[src/hw/rtl/kctc_pkg.sv]
// Types, codes and constants of the keypad countdown timer controller.
package kctc_pkg;

  localparam int unsigned TIME_W   = 23;
  localparam int unsigned STEP_W   = 20;
  localparam int unsigned KEYS     = 4;
  localparam int unsigned CFG_W    = 23;

  typedef enum logic [1:0] {
    MODE_SHOW = 2'd0,
    MODE_SET  = 2'd1,
    MODE_RUN  = 2'd2
  } mode_t;

  localparam logic [2:0] KEY_IDLE = 3'd0;
  localparam logic [2:0] KEY_GO   = 3'd1;
  localparam logic [2:0] KEY_SETK = 3'd2;
  localparam logic [2:0] KEY_UP   = 3'd3;
  localparam logic [2:0] KEY_DN   = 3'd4;

  localparam logic [1:0] CFG_DEBOUNCE = 2'd0;
  localparam logic [1:0] CFG_BEEP     = 2'd1;
  localparam logic [1:0] CFG_ALARM    = 2'd2;
  localparam logic [1:0] CFG_MAX_TIME = 2'd3;

  localparam logic [3:0]        DEBOUNCE_RST = 4'd5;
  localparam logic [9:0]        BEEP_RST     = 10'd500;
  localparam logic [7:0]        ALARM_RST    = 8'd100;
  localparam logic [TIME_W-1:0] MAX_TIME_RST = 23'd5999000;
  localparam logic [TIME_W-1:0] TIME_DEFAULT = 23'd330000;

  localparam logic [3:0] COUNT_MAX  = 4'd15;
  localparam logic [2:0] BRIGHT_MAX = 3'd7;
  localparam logic [2:0] DIGIT_FIRST = 3'd1;
  localparam logic [2:0] DIGIT_LAST  = 3'd4;

  typedef struct packed {
    logic [3:0]        debounce_samples;
    logic [9:0]        beep_ticks;
    logic [7:0]        alarm_interval;
    logic [TIME_W-1:0] max_time;
  } cfg_t;

  // Key accepted by the debouncer on this tick.
  typedef struct packed {
    logic       hit;
    logic [2:0] key;
  } key_evt_t;

  typedef struct packed {
    logic [TIME_W-1:0] remaining_ms;
    logic [TIME_W-1:0] set_ms;
    mode_t             mode;
    logic [2:0]        blink_digit;
    logic              run_led;
    logic              beep;
    logic              relay;
    logic [2:0]        brightness;
  } result_t;

  // Edit step for digit 1..4: 1 s, 10 s, 1 min, 10 min.
  function automatic logic [STEP_W-1:0] step_ms(input logic [1:0] sel);
    logic [STEP_W-1:0] s;
    case (sel)
      2'd0:    s = 20'd1000;
      2'd1:    s = 20'd10000;
      2'd2:    s = 20'd60000;
      default: s = 20'd600000;
    endcase
    return s;
  endfunction

endpackage

[src/hw/rtl/kctc_debounce.sv]
// Per-key debounce counters with self-lock.
module kctc_debounce
  import kctc_pkg::*;
(
  input  logic       clk,
  input  logic       rst,
  input  logic       step,
  input  logic [2:0] key_code,
  input  logic [3:0] debounce_samples,
  output key_evt_t   evt
);

  logic       key_lock      [KEYS];
  logic       key_lock_next [KEYS];
  logic [3:0] key_count      [KEYS];
  logic [3:0] key_count_next [KEYS];
  logic [1:0] idx;

  always_comb begin
    idx = 2'(key_code - KEY_GO);
    key_lock_next  = key_lock;
    key_count_next = key_count;
    evt = '0;
    if (key_code >= KEY_GO && key_code <= KEY_DN) begin
      if (!key_lock[idx]) begin
        if (key_count[idx] < COUNT_MAX) key_count_next[idx] = key_count[idx] + 4'd1;
        if (key_count[idx] > debounce_samples) begin
          key_lock_next[idx]  = 1'b1;
          key_count_next[idx] = '0;
          evt.hit = 1'b1;
          evt.key = key_code;
        end
      end
    end else begin
      // no key (or an unused code): release everything
      for (int i = 0; i < KEYS; i++) begin
        key_lock_next[i]  = 1'b0;
        key_count_next[i] = '0;
      end
    end
  end

  always_ff @(posedge clk) begin
    if (rst) begin
      for (int i = 0; i < KEYS; i++) begin
        key_lock[i]  <= 1'b0;
        key_count[i] <= '0;
      end
    end else if (step) begin
      key_lock  <= key_lock_next;
      key_count <= key_count_next;
    end
  end

endmodule

[src/hw/rtl/kctc_ctrl.sv]
// Mode handling, set-time editing, countdown, beeper and relay timing.
module kctc_ctrl
  import kctc_pkg::*;
(
  input  logic     clk,
  input  logic     rst,
  input  logic     step,
  input  key_evt_t evt,
  input  logic     alarm_in,
  input  cfg_t     cfg,
  output result_t  res_next
);

  mode_t             mode_reg, mode_reg_next;
  logic              running, running_next;
  logic [TIME_W-1:0] remaining, remaining_next;
  logic [TIME_W-1:0] preset, preset_next;
  logic [2:0]        edit_digit, edit_digit_next;
  logic [2:0]        pending_key, pending_key_next;
  logic [9:0]        beep_count, beep_count_next;
  logic              beep_flag, beep_flag_next;
  logic [7:0]        alarm_delay, alarm_delay_next;
  logic              relay_reg, relay_reg_next;
  logic [2:0]        bright_reg, bright_reg_next;

  logic [2:0]        pk;
  logic [STEP_W-1:0] stp;
  logic [TIME_W:0]   sum;
  logic [7:0]        ad_inc;

  always_comb begin
    mode_reg_next    = mode_reg;
    running_next     = running;
    remaining_next   = remaining;
    preset_next      = preset;
    edit_digit_next  = edit_digit;
    beep_count_next  = beep_count;
    beep_flag_next   = beep_flag;
    alarm_delay_next = alarm_delay;
    relay_reg_next   = relay_reg;
    bright_reg_next  = bright_reg;

    pk  = evt.hit ? evt.key : pending_key;
    pending_key_next = pk;
    stp = step_ms(2'(edit_digit - DIGIT_FIRST));
    sum = {1'b0, preset} + (TIME_W + 1)'(stp);

    // key action
    case (mode_reg)
      MODE_SHOW: begin
        if (pk == KEY_GO) begin
          running_next  = 1'b1;
          mode_reg_next = MODE_RUN;
        end else if (pk == KEY_SETK) begin
          mode_reg_next   = MODE_SET;
          edit_digit_next = DIGIT_FIRST;
        end else if (pk == KEY_DN) begin
          bright_reg_next = (bright_reg < BRIGHT_MAX) ? bright_reg + 3'd1 : 3'd0;
        end
        pending_key_next = KEY_IDLE;
      end
      MODE_SET: begin
        if (pk == KEY_GO) begin
          edit_digit_next = (edit_digit < DIGIT_LAST) ? edit_digit + 3'd1 : DIGIT_FIRST;
        end else if (pk == KEY_SETK) begin
          mode_reg_next   = MODE_SHOW;
          remaining_next  = preset;
          edit_digit_next = DIGIT_FIRST;
        end else if (pk == KEY_UP) begin
          preset_next    = (sum > {1'b0, cfg.max_time}) ? cfg.max_time : sum[TIME_W-1:0];
          remaining_next = preset_next;
        end else if (pk == KEY_DN) begin
          preset_next    = (preset < TIME_W'(stp)) ? '0 : preset - TIME_W'(stp);
          remaining_next = preset_next;
        end
        pending_key_next = KEY_IDLE;
      end
      MODE_RUN: begin
        // only start is taken; other keys wait for another mode
        if (pk == KEY_GO) begin
          running_next     = 1'b0;
          mode_reg_next    = MODE_SHOW;
          remaining_next   = preset;
          pending_key_next = KEY_IDLE;
          beep_count_next  = cfg.beep_ticks;
          beep_flag_next   = 1'b1;
        end
      end
      default: ;
    endcase

    // countdown
    ad_inc = alarm_delay + 8'd1;
    if (running_next) begin
      if (remaining_next == '0) begin
        beep_flag_next  = 1'b1;
        beep_count_next = cfg.beep_ticks;
        remaining_next  = preset_next;
        running_next    = 1'b0;
        mode_reg_next   = MODE_SHOW;
      end else begin
        remaining_next = remaining_next - TIME_W'(1);
      end
      alarm_delay_next = ad_inc;
      if (ad_inc > cfg.alarm_interval) begin
        alarm_delay_next = '0;
        relay_reg_next   = alarm_in;
      end
    end else begin
      relay_reg_next = 1'b0;
    end
    if (beep_count_next == '0) beep_flag_next = 1'b0;
    else beep_count_next = beep_count_next - 10'd1;

    res_next.remaining_ms = remaining_next;
    res_next.set_ms       = preset_next;
    res_next.mode         = mode_reg_next;
    res_next.blink_digit  = (mode_reg_next == MODE_SET) ? edit_digit_next : 3'd0;
    res_next.run_led      = running_next;
    res_next.beep         = beep_flag_next;
    res_next.relay        = relay_reg_next;
    res_next.brightness   = bright_reg_next;
  end

  always_ff @(posedge clk) begin
    if (rst) begin
      mode_reg    <= MODE_SHOW;
      running     <= 1'b0;
      remaining   <= TIME_DEFAULT;
      preset      <= TIME_DEFAULT;
      edit_digit  <= DIGIT_FIRST;
      pending_key <= KEY_IDLE;
      beep_count  <= '0;
      beep_flag   <= 1'b0;
      alarm_delay <= '0;
      relay_reg   <= 1'b0;
      bright_reg  <= '0;
    end else if (step) begin
      mode_reg    <= mode_reg_next;
      running     <= running_next;
      remaining   <= remaining_next;
      preset      <= preset_next;
      edit_digit  <= edit_digit_next;
      pending_key <= pending_key_next;
      beep_count  <= beep_count_next;
      beep_flag   <= beep_flag_next;
      alarm_delay <= alarm_delay_next;
      relay_reg   <= relay_reg_next;
      bright_reg  <= bright_reg_next;
    end
  end

endmodule

[src/hw/rtl/keypad_countdown_timer_controller_unit.sv]
// Top level of the keypad countdown timer controller.
//
//   channel  | handshake            | payload
//   ---------+----------------------+-------------------------------------------
//   in       | in_valid / in_stall  | key_code, alarm_in (one 1 ms tick)
//   out      | out_valid / out_stall| remaining_ms, set_ms, mode, blink_digit,
//            |                      | run_led, beep, relay, brightness
//   cfg      | cfg_write            | cfg_index, cfg_data (no read-back)
//
// Each transaction in gives one out, via the input and result registers.
// A new tick is taken every cycle while in_stall is low; the whole tick
// (debounce, key action, countdown) is one combinational pass between the
// input and result registers. Throughput is limited only by out_stall: while
// a result is held, the input register keeps one tick and in_stall rises once
// that register is full. Synchronous active-high reset clears all control
// state and loads the configuration defaults; no clearing pass is needed.
module keypad_countdown_timer_controller_unit
  import kctc_pkg::*;
(
  input  logic              clk,
  input  logic              rst,
  // input channel
  input  logic              in_valid,
  output logic              in_stall,
  input  logic [2:0]        key_code,
  input  logic              alarm_in,
  // output channel
  output logic              out_valid,
  input  logic              out_stall,
  output logic [TIME_W-1:0] remaining_ms,
  output logic [TIME_W-1:0] set_ms,
  output logic [1:0]        mode,
  output logic [2:0]        blink_digit,
  output logic              run_led,
  output logic              beep,
  output logic              relay,
  output logic [2:0]        brightness,
  // configuration
  input  logic              cfg_write,
  input  logic [1:0]        cfg_index,
  input  logic [CFG_W-1:0]  cfg_data
);

  cfg_t       cfg;
  logic       in_q_valid;
  logic [2:0] key_q;
  logic       alarm_q;
  logic       out_free;
  logic       step;
  key_evt_t   evt;
  result_t    res_next;
  result_t    res;

  // result slot can load when empty or being taken this cycle
  assign out_free = !out_valid || !out_stall;
  assign step     = in_q_valid && out_free;
  assign in_stall = in_q_valid && !out_free;

  // configuration registers
  always_ff @(posedge clk) begin
    if (rst) begin
      cfg.debounce_samples <= DEBOUNCE_RST;
      cfg.beep_ticks       <= BEEP_RST;
      cfg.alarm_interval   <= ALARM_RST;
      cfg.max_time         <= MAX_TIME_RST;
    end else if (cfg_write) begin
      case (cfg_index)
        CFG_DEBOUNCE: cfg.debounce_samples <= cfg_data[3:0];
        CFG_BEEP:     cfg.beep_ticks       <= cfg_data[9:0];
        CFG_ALARM:    cfg.alarm_interval   <= cfg_data[7:0];
        CFG_MAX_TIME: cfg.max_time         <= cfg_data[TIME_W-1:0];
        default: ;
      endcase
    end
  end

  // input register
  always_ff @(posedge clk) begin
    if (rst) begin
      in_q_valid <= 1'b0;
    end else if (!in_stall) begin
      in_q_valid <= in_valid;
    end
  end

  always_ff @(posedge clk) begin
    if (in_valid && !in_stall) begin
      key_q   <= key_code;
      alarm_q <= alarm_in;
    end
  end

  kctc_debounce u_debounce (
    .clk              (clk),
    .rst              (rst),
    .step             (step),
    .key_code         (key_q),
    .debounce_samples (cfg.debounce_samples),
    .evt              (evt)
  );

  kctc_ctrl u_ctrl (
    .clk      (clk),
    .rst      (rst),
    .step     (step),
    .evt      (evt),
    .alarm_in (alarm_q),
    .cfg      (cfg),
    .res_next (res_next)
  );

  // result register
  always_ff @(posedge clk) begin
    if (rst) begin
      out_valid <= 1'b0;
    end else if (out_free) begin
      out_valid <= in_q_valid;
    end
  end

  always_ff @(posedge clk) begin
    if (step) begin
      res <= res_next;
    end
  end

  assign remaining_ms = res.remaining_ms;
  assign set_ms       = res.set_ms;
  assign mode         = res.mode;
  assign blink_digit  = res.blink_digit;
  assign run_led      = res.run_led;
  assign beep         = res.beep;
  assign relay        = res.relay;
  assign brightness   = res.brightness;

endmodule

[config.mk]
export PLATFORM = sky130hd
export DESIGN_NAME = keypad_countdown_timer_controller_unit
export DESIGN_NICKNAME = d
export VERILOG_FILES = /design/src/hw/rtl/kctc_pkg.sv /design/src/hw/rtl/kctc_debounce.sv /design/src/hw/rtl/kctc_ctrl.sv /design/src/hw/rtl/keypad_countdown_timer_controller_unit.sv
export SDC_FILE = /design/constraint.sdc
export NUM_CORES = 1
export LEC_CHECK = 0
export ABC_AREA = 1
export BUFFER_PORTS_ARGS = -buffer_cell sky130_fd_sc_hd__buf_4
export CORE_UTILIZATION = 45
export DETAILED_ROUTE_END_ITERATION = 7
export GPL_TIMING_DRIVEN = 0
export PLACE_DENSITY = 0.58
export SKIP_LAST_GASP = 1
export SYNTH_ARGS = -nofsm -noshare
export SYNTH_HDL_FRONTEND = slang
export SYNTH_SLANG_ARGS = --single-unit
[constraint.sdc]
create_clock -name clk -period 10.3 [get_ports clk]
set_input_delay 1.03 -clock clk [delete_from_list [all_inputs] [get_ports clk]]
set_output_delay 1.03 -clock clk [all_outputs]
set_load 0.02 [all_outputs]
==> impl_metrics.yaml <==
sta:
  final.period_utilization: 0.8281
  totalNegativeSetupSlack_ns: 0
  maxSlewHeadroom: 0.3942
  fmax_mhz: 117.2
  drv_slew: 0
  finalHoldViolCount: 0
  worst_slew_pin_slew_ns: 0.9088
  final-setup-viol-count: 0
  rsz0062_at_grt: "no"
  fin_worst_skew_ns: 0.01430
  hold_ws_ns: 0.4564
  period_needed_ns: 8.529
outcome:
  status: "complete, no violations"
logic_synthesis:
  synth_compound_area_frac: 0.2059
  yosys_warnings: 0
  ys_types: 57
  synth_top_family_by_area: "simple AND/OR/NAND/NOR gates"
  syn_inst: 2068
  synth.area.mux_share: 0
  synth-edff-count: 61
  syn_nets: 2185
  synth_seq_area_share: 0.3286
  synth_top_area_cell: "dfxtp_1"
  yosys.area_share.simple: 0.2531
  synth_adder_area_share: 0.07312
  synth-async-reset-ratio: 0
  synth_area_um2: 14410
  synthTopCellsByArea: "dfxtp_1, edfxtp_1, nand2_1"
  netlist.area_leader.share: 0.2015
  synth_ff_type: "dfxtp_1"
  synth-xor-area-share: 0.03161
  synth_seq_cells: 206
  avgSynthCellArea_um2: 6.968
die:
  ios: 93
  num_rows: 65
  initial_core_util: 0.4566
  fp.dieArea_um2: 32740
  placeableCoreArea_um2: 31560
  die_w_um: 180.9
  die-height_um: 180.9
clocking:
  worst_skew_pair.late_latency_ns: 0.55
  htree_levels: 1
  clock_sinks: 206
  cts_resized: 0
  numCtsBuffers: 26
  cts_setup_buffers: 0
  cts_tree: "done"
  path_clk_slew_ns: 0.06
  cts_buffer_depth: 3
  cts-root-buf: "clkbuf_16"
  holdBufCountCts: 0
drt:
  dr.pass1.iters: 5
  drtIter0Drc: 1504
  totalWireLength_um: 51930
  wl_met1_um: 22330
  final_antenna_net_count: 0
  wl_met3_um: 3183
  route.met2.wl_um: 24470
  drc: 0
  wl_per_cell_um: 19.90
  num_vias: 14610
  routed_via_density: 5.598
  top_layer: "met4"
final_layout:
  antenna-diode-count: 0
  largest_register_ff_count: 45
  n_fill_cell: 3221
  seq_area_um2: 4735
  postLayoutCellArea_um2: 16490
  fin_util: 0.5224
  multi_input_area_um2: 8123
  drive_gt1_frac: 0.1173
  final_nets: 2305
  syn_to_final_growth_pct: 14.41
  top_register: "cfg"
place:
  gp_congestion: 1.001
  placement.cell_area_um2: 15630
  numPortBuffers: 91
  hpwl_um: 40780
power:
  finalPower_mw: 2.690
  irDropWorstVdd_mv: 0.1232
  p_leak_nw: 7.546
  power_density_nw_per_um2: 163.2
worst_setup_path:
  critPathSlowestCell: "dfxtp_1"
  timing.rr.start: "u_ctrl.edit_digit[0]"
  critPathLaunchType: "flip-flop"
  r2r-end: "u_ctrl.beep_count[9]"
  worstPathArrival_ns: 8.96
  crit_required_ns: 10.73
  crit_path_frequent_cell: "nand2_1"
  r2r_slack_ns: 1.77
  path_max_fanout: 10
  worstSetupPathType: "flip-flop to flip-flop"
  max_stage_delay_ns: 0.64
  cp-end-kind: "flip-flop"
  rr_worst_depth: 43
worst_hold_path:
  hp-class: "flip-flop to flip-flop"
  hold_end: "cfg[34]"
  whs_path_depth: 2
  hold_path.startpoint: "cfg[34]"
global_route:
  grt_pass1_wl_um: 79130
  grt_pass1_vias: 13840
  overflow: 0
  antenna_found_initial: 0
  grt_max_degree: 65
  grt_usage: 0.3141
flow_run:
  maxCapViolCount: 0
-- worst max-delay path, delay by kind of cell, from the launching register on --
kind | cells | cell delay (ns)
AND/OR/NAND/NOR | 20 | 2.55
flip-flops | 1 | 0.64
buffers and inverters | 6 | 1.17
XOR/XNOR | 1 | 0.21
adder cells (fa/ha/maj) | 5 | 1.49
AO/OA/AOI/OAI | 11 | 2.30
-- cell families after synthesis --
group / after synthesis
AO/OA/AOI/OAI: 528
adder cells (fa/ha/maj): 83
AND/OR/NAND/NOR: 817
flip-flops: 206
XOR/XNOR: 52
buffers and inverters: 382
-- final cells by class --
class,instances,area share
multi-input combinational,1480,0.4927
timing repair buffer,92,0.04311
sequential,206,0.2872
clock inverter,16,0.01070
inverter,297,0.06785
buffer,85,0.02649
clock buffer,32,0.04144
tap,402,0.03051
-- cell usage in the layout, fill, tap and decap left out, types with 10 or more instances in the layout --
master and count:
a21oi_1 201, clkbuf_16 26, or2_2 10, buf_2 24, o21ai_1 10, buf_4 99
nand4_1 17, xor2_1 43, dfxtp_1 145, nand3_1 134, nand2_1 388, a22oi_1 20
a211oi_1 26, inv_1 273, edfxtp_1 61, nand2_2 26, clkbuf_1 49, o21ai_0 193
inv_2 16, nor2_1 174, nor3_1 26, ha_1 81, o211ai_1 22
-- per-layer routing --
metal  global-route usage  up-vias
li1                     -     7143
met1               0.4075     6857
met2               0.5379      508
met3              0.03225      102
met4               0.1176        0
met5                    0        -
-- where the power goes --
group / leakage (nW) / total, mW / switching [mW] / internal, mW
clock: 0.421 / 0.927 / 0.378 / 0.549
combinational: 5.36 / 0.830 / 0.567 / 0.263
sequential: 1.77 / 0.933 / 0.0349 / 0.898
total: 7.55 / 2.69 / 0.980 / 1.71
-- synth_stat cells (9+ instances only) --
cell type,n
nand4_1,17
nand2_2,26
inv_1,273
a21oi_1,201
clkbuf_1,45
nand2_4,9
xnor2_1,9
inv_2,16
o21ai_1,10
nor3_1,26
o211ai_1,22
buf_2,24
edfxtp_1,61
or2_2,10
a211oi_1,26
nor2_1,174
o21ai_0,193
xor2_1,43
a22oi_1,20
ha_1,81
nand3_1,134
nand2_1,388
dfxtp_1,145
-- how the worst max path moves through the flow --
stage	from	depth (start not counted)	slack, ns	endpoint
global route	u_ctrl.edit_digit[0]	43	1.27	u_ctrl.beep_count[9]
floorplan	u_ctrl.edit_digit[0]	43	4.27	u_ctrl.beep_count[0]
detailed placement	u_ctrl.edit_digit[0]	43	2.01	u_ctrl.beep_count[9]
finish	u_ctrl.edit_digit[0]	43	1.77	u_ctrl.beep_count[9]
global placement	u_ctrl.edit_digit[0]	43	1.99	u_ctrl.beep_count[9]
CTS	u_ctrl.edit_digit[0]	43	1.96	u_ctrl.beep_count[9]
-- stage by stage --
step                cells  setup slack (ns)
CTS                  2610             1.956
global route         2610             1.274
detailed placement   2562             2.007
floorplan            2068             4.267
finish               2610             1.771
global placement     2561             1.993
Note: power is estimated with default switching activity, not from simulation.
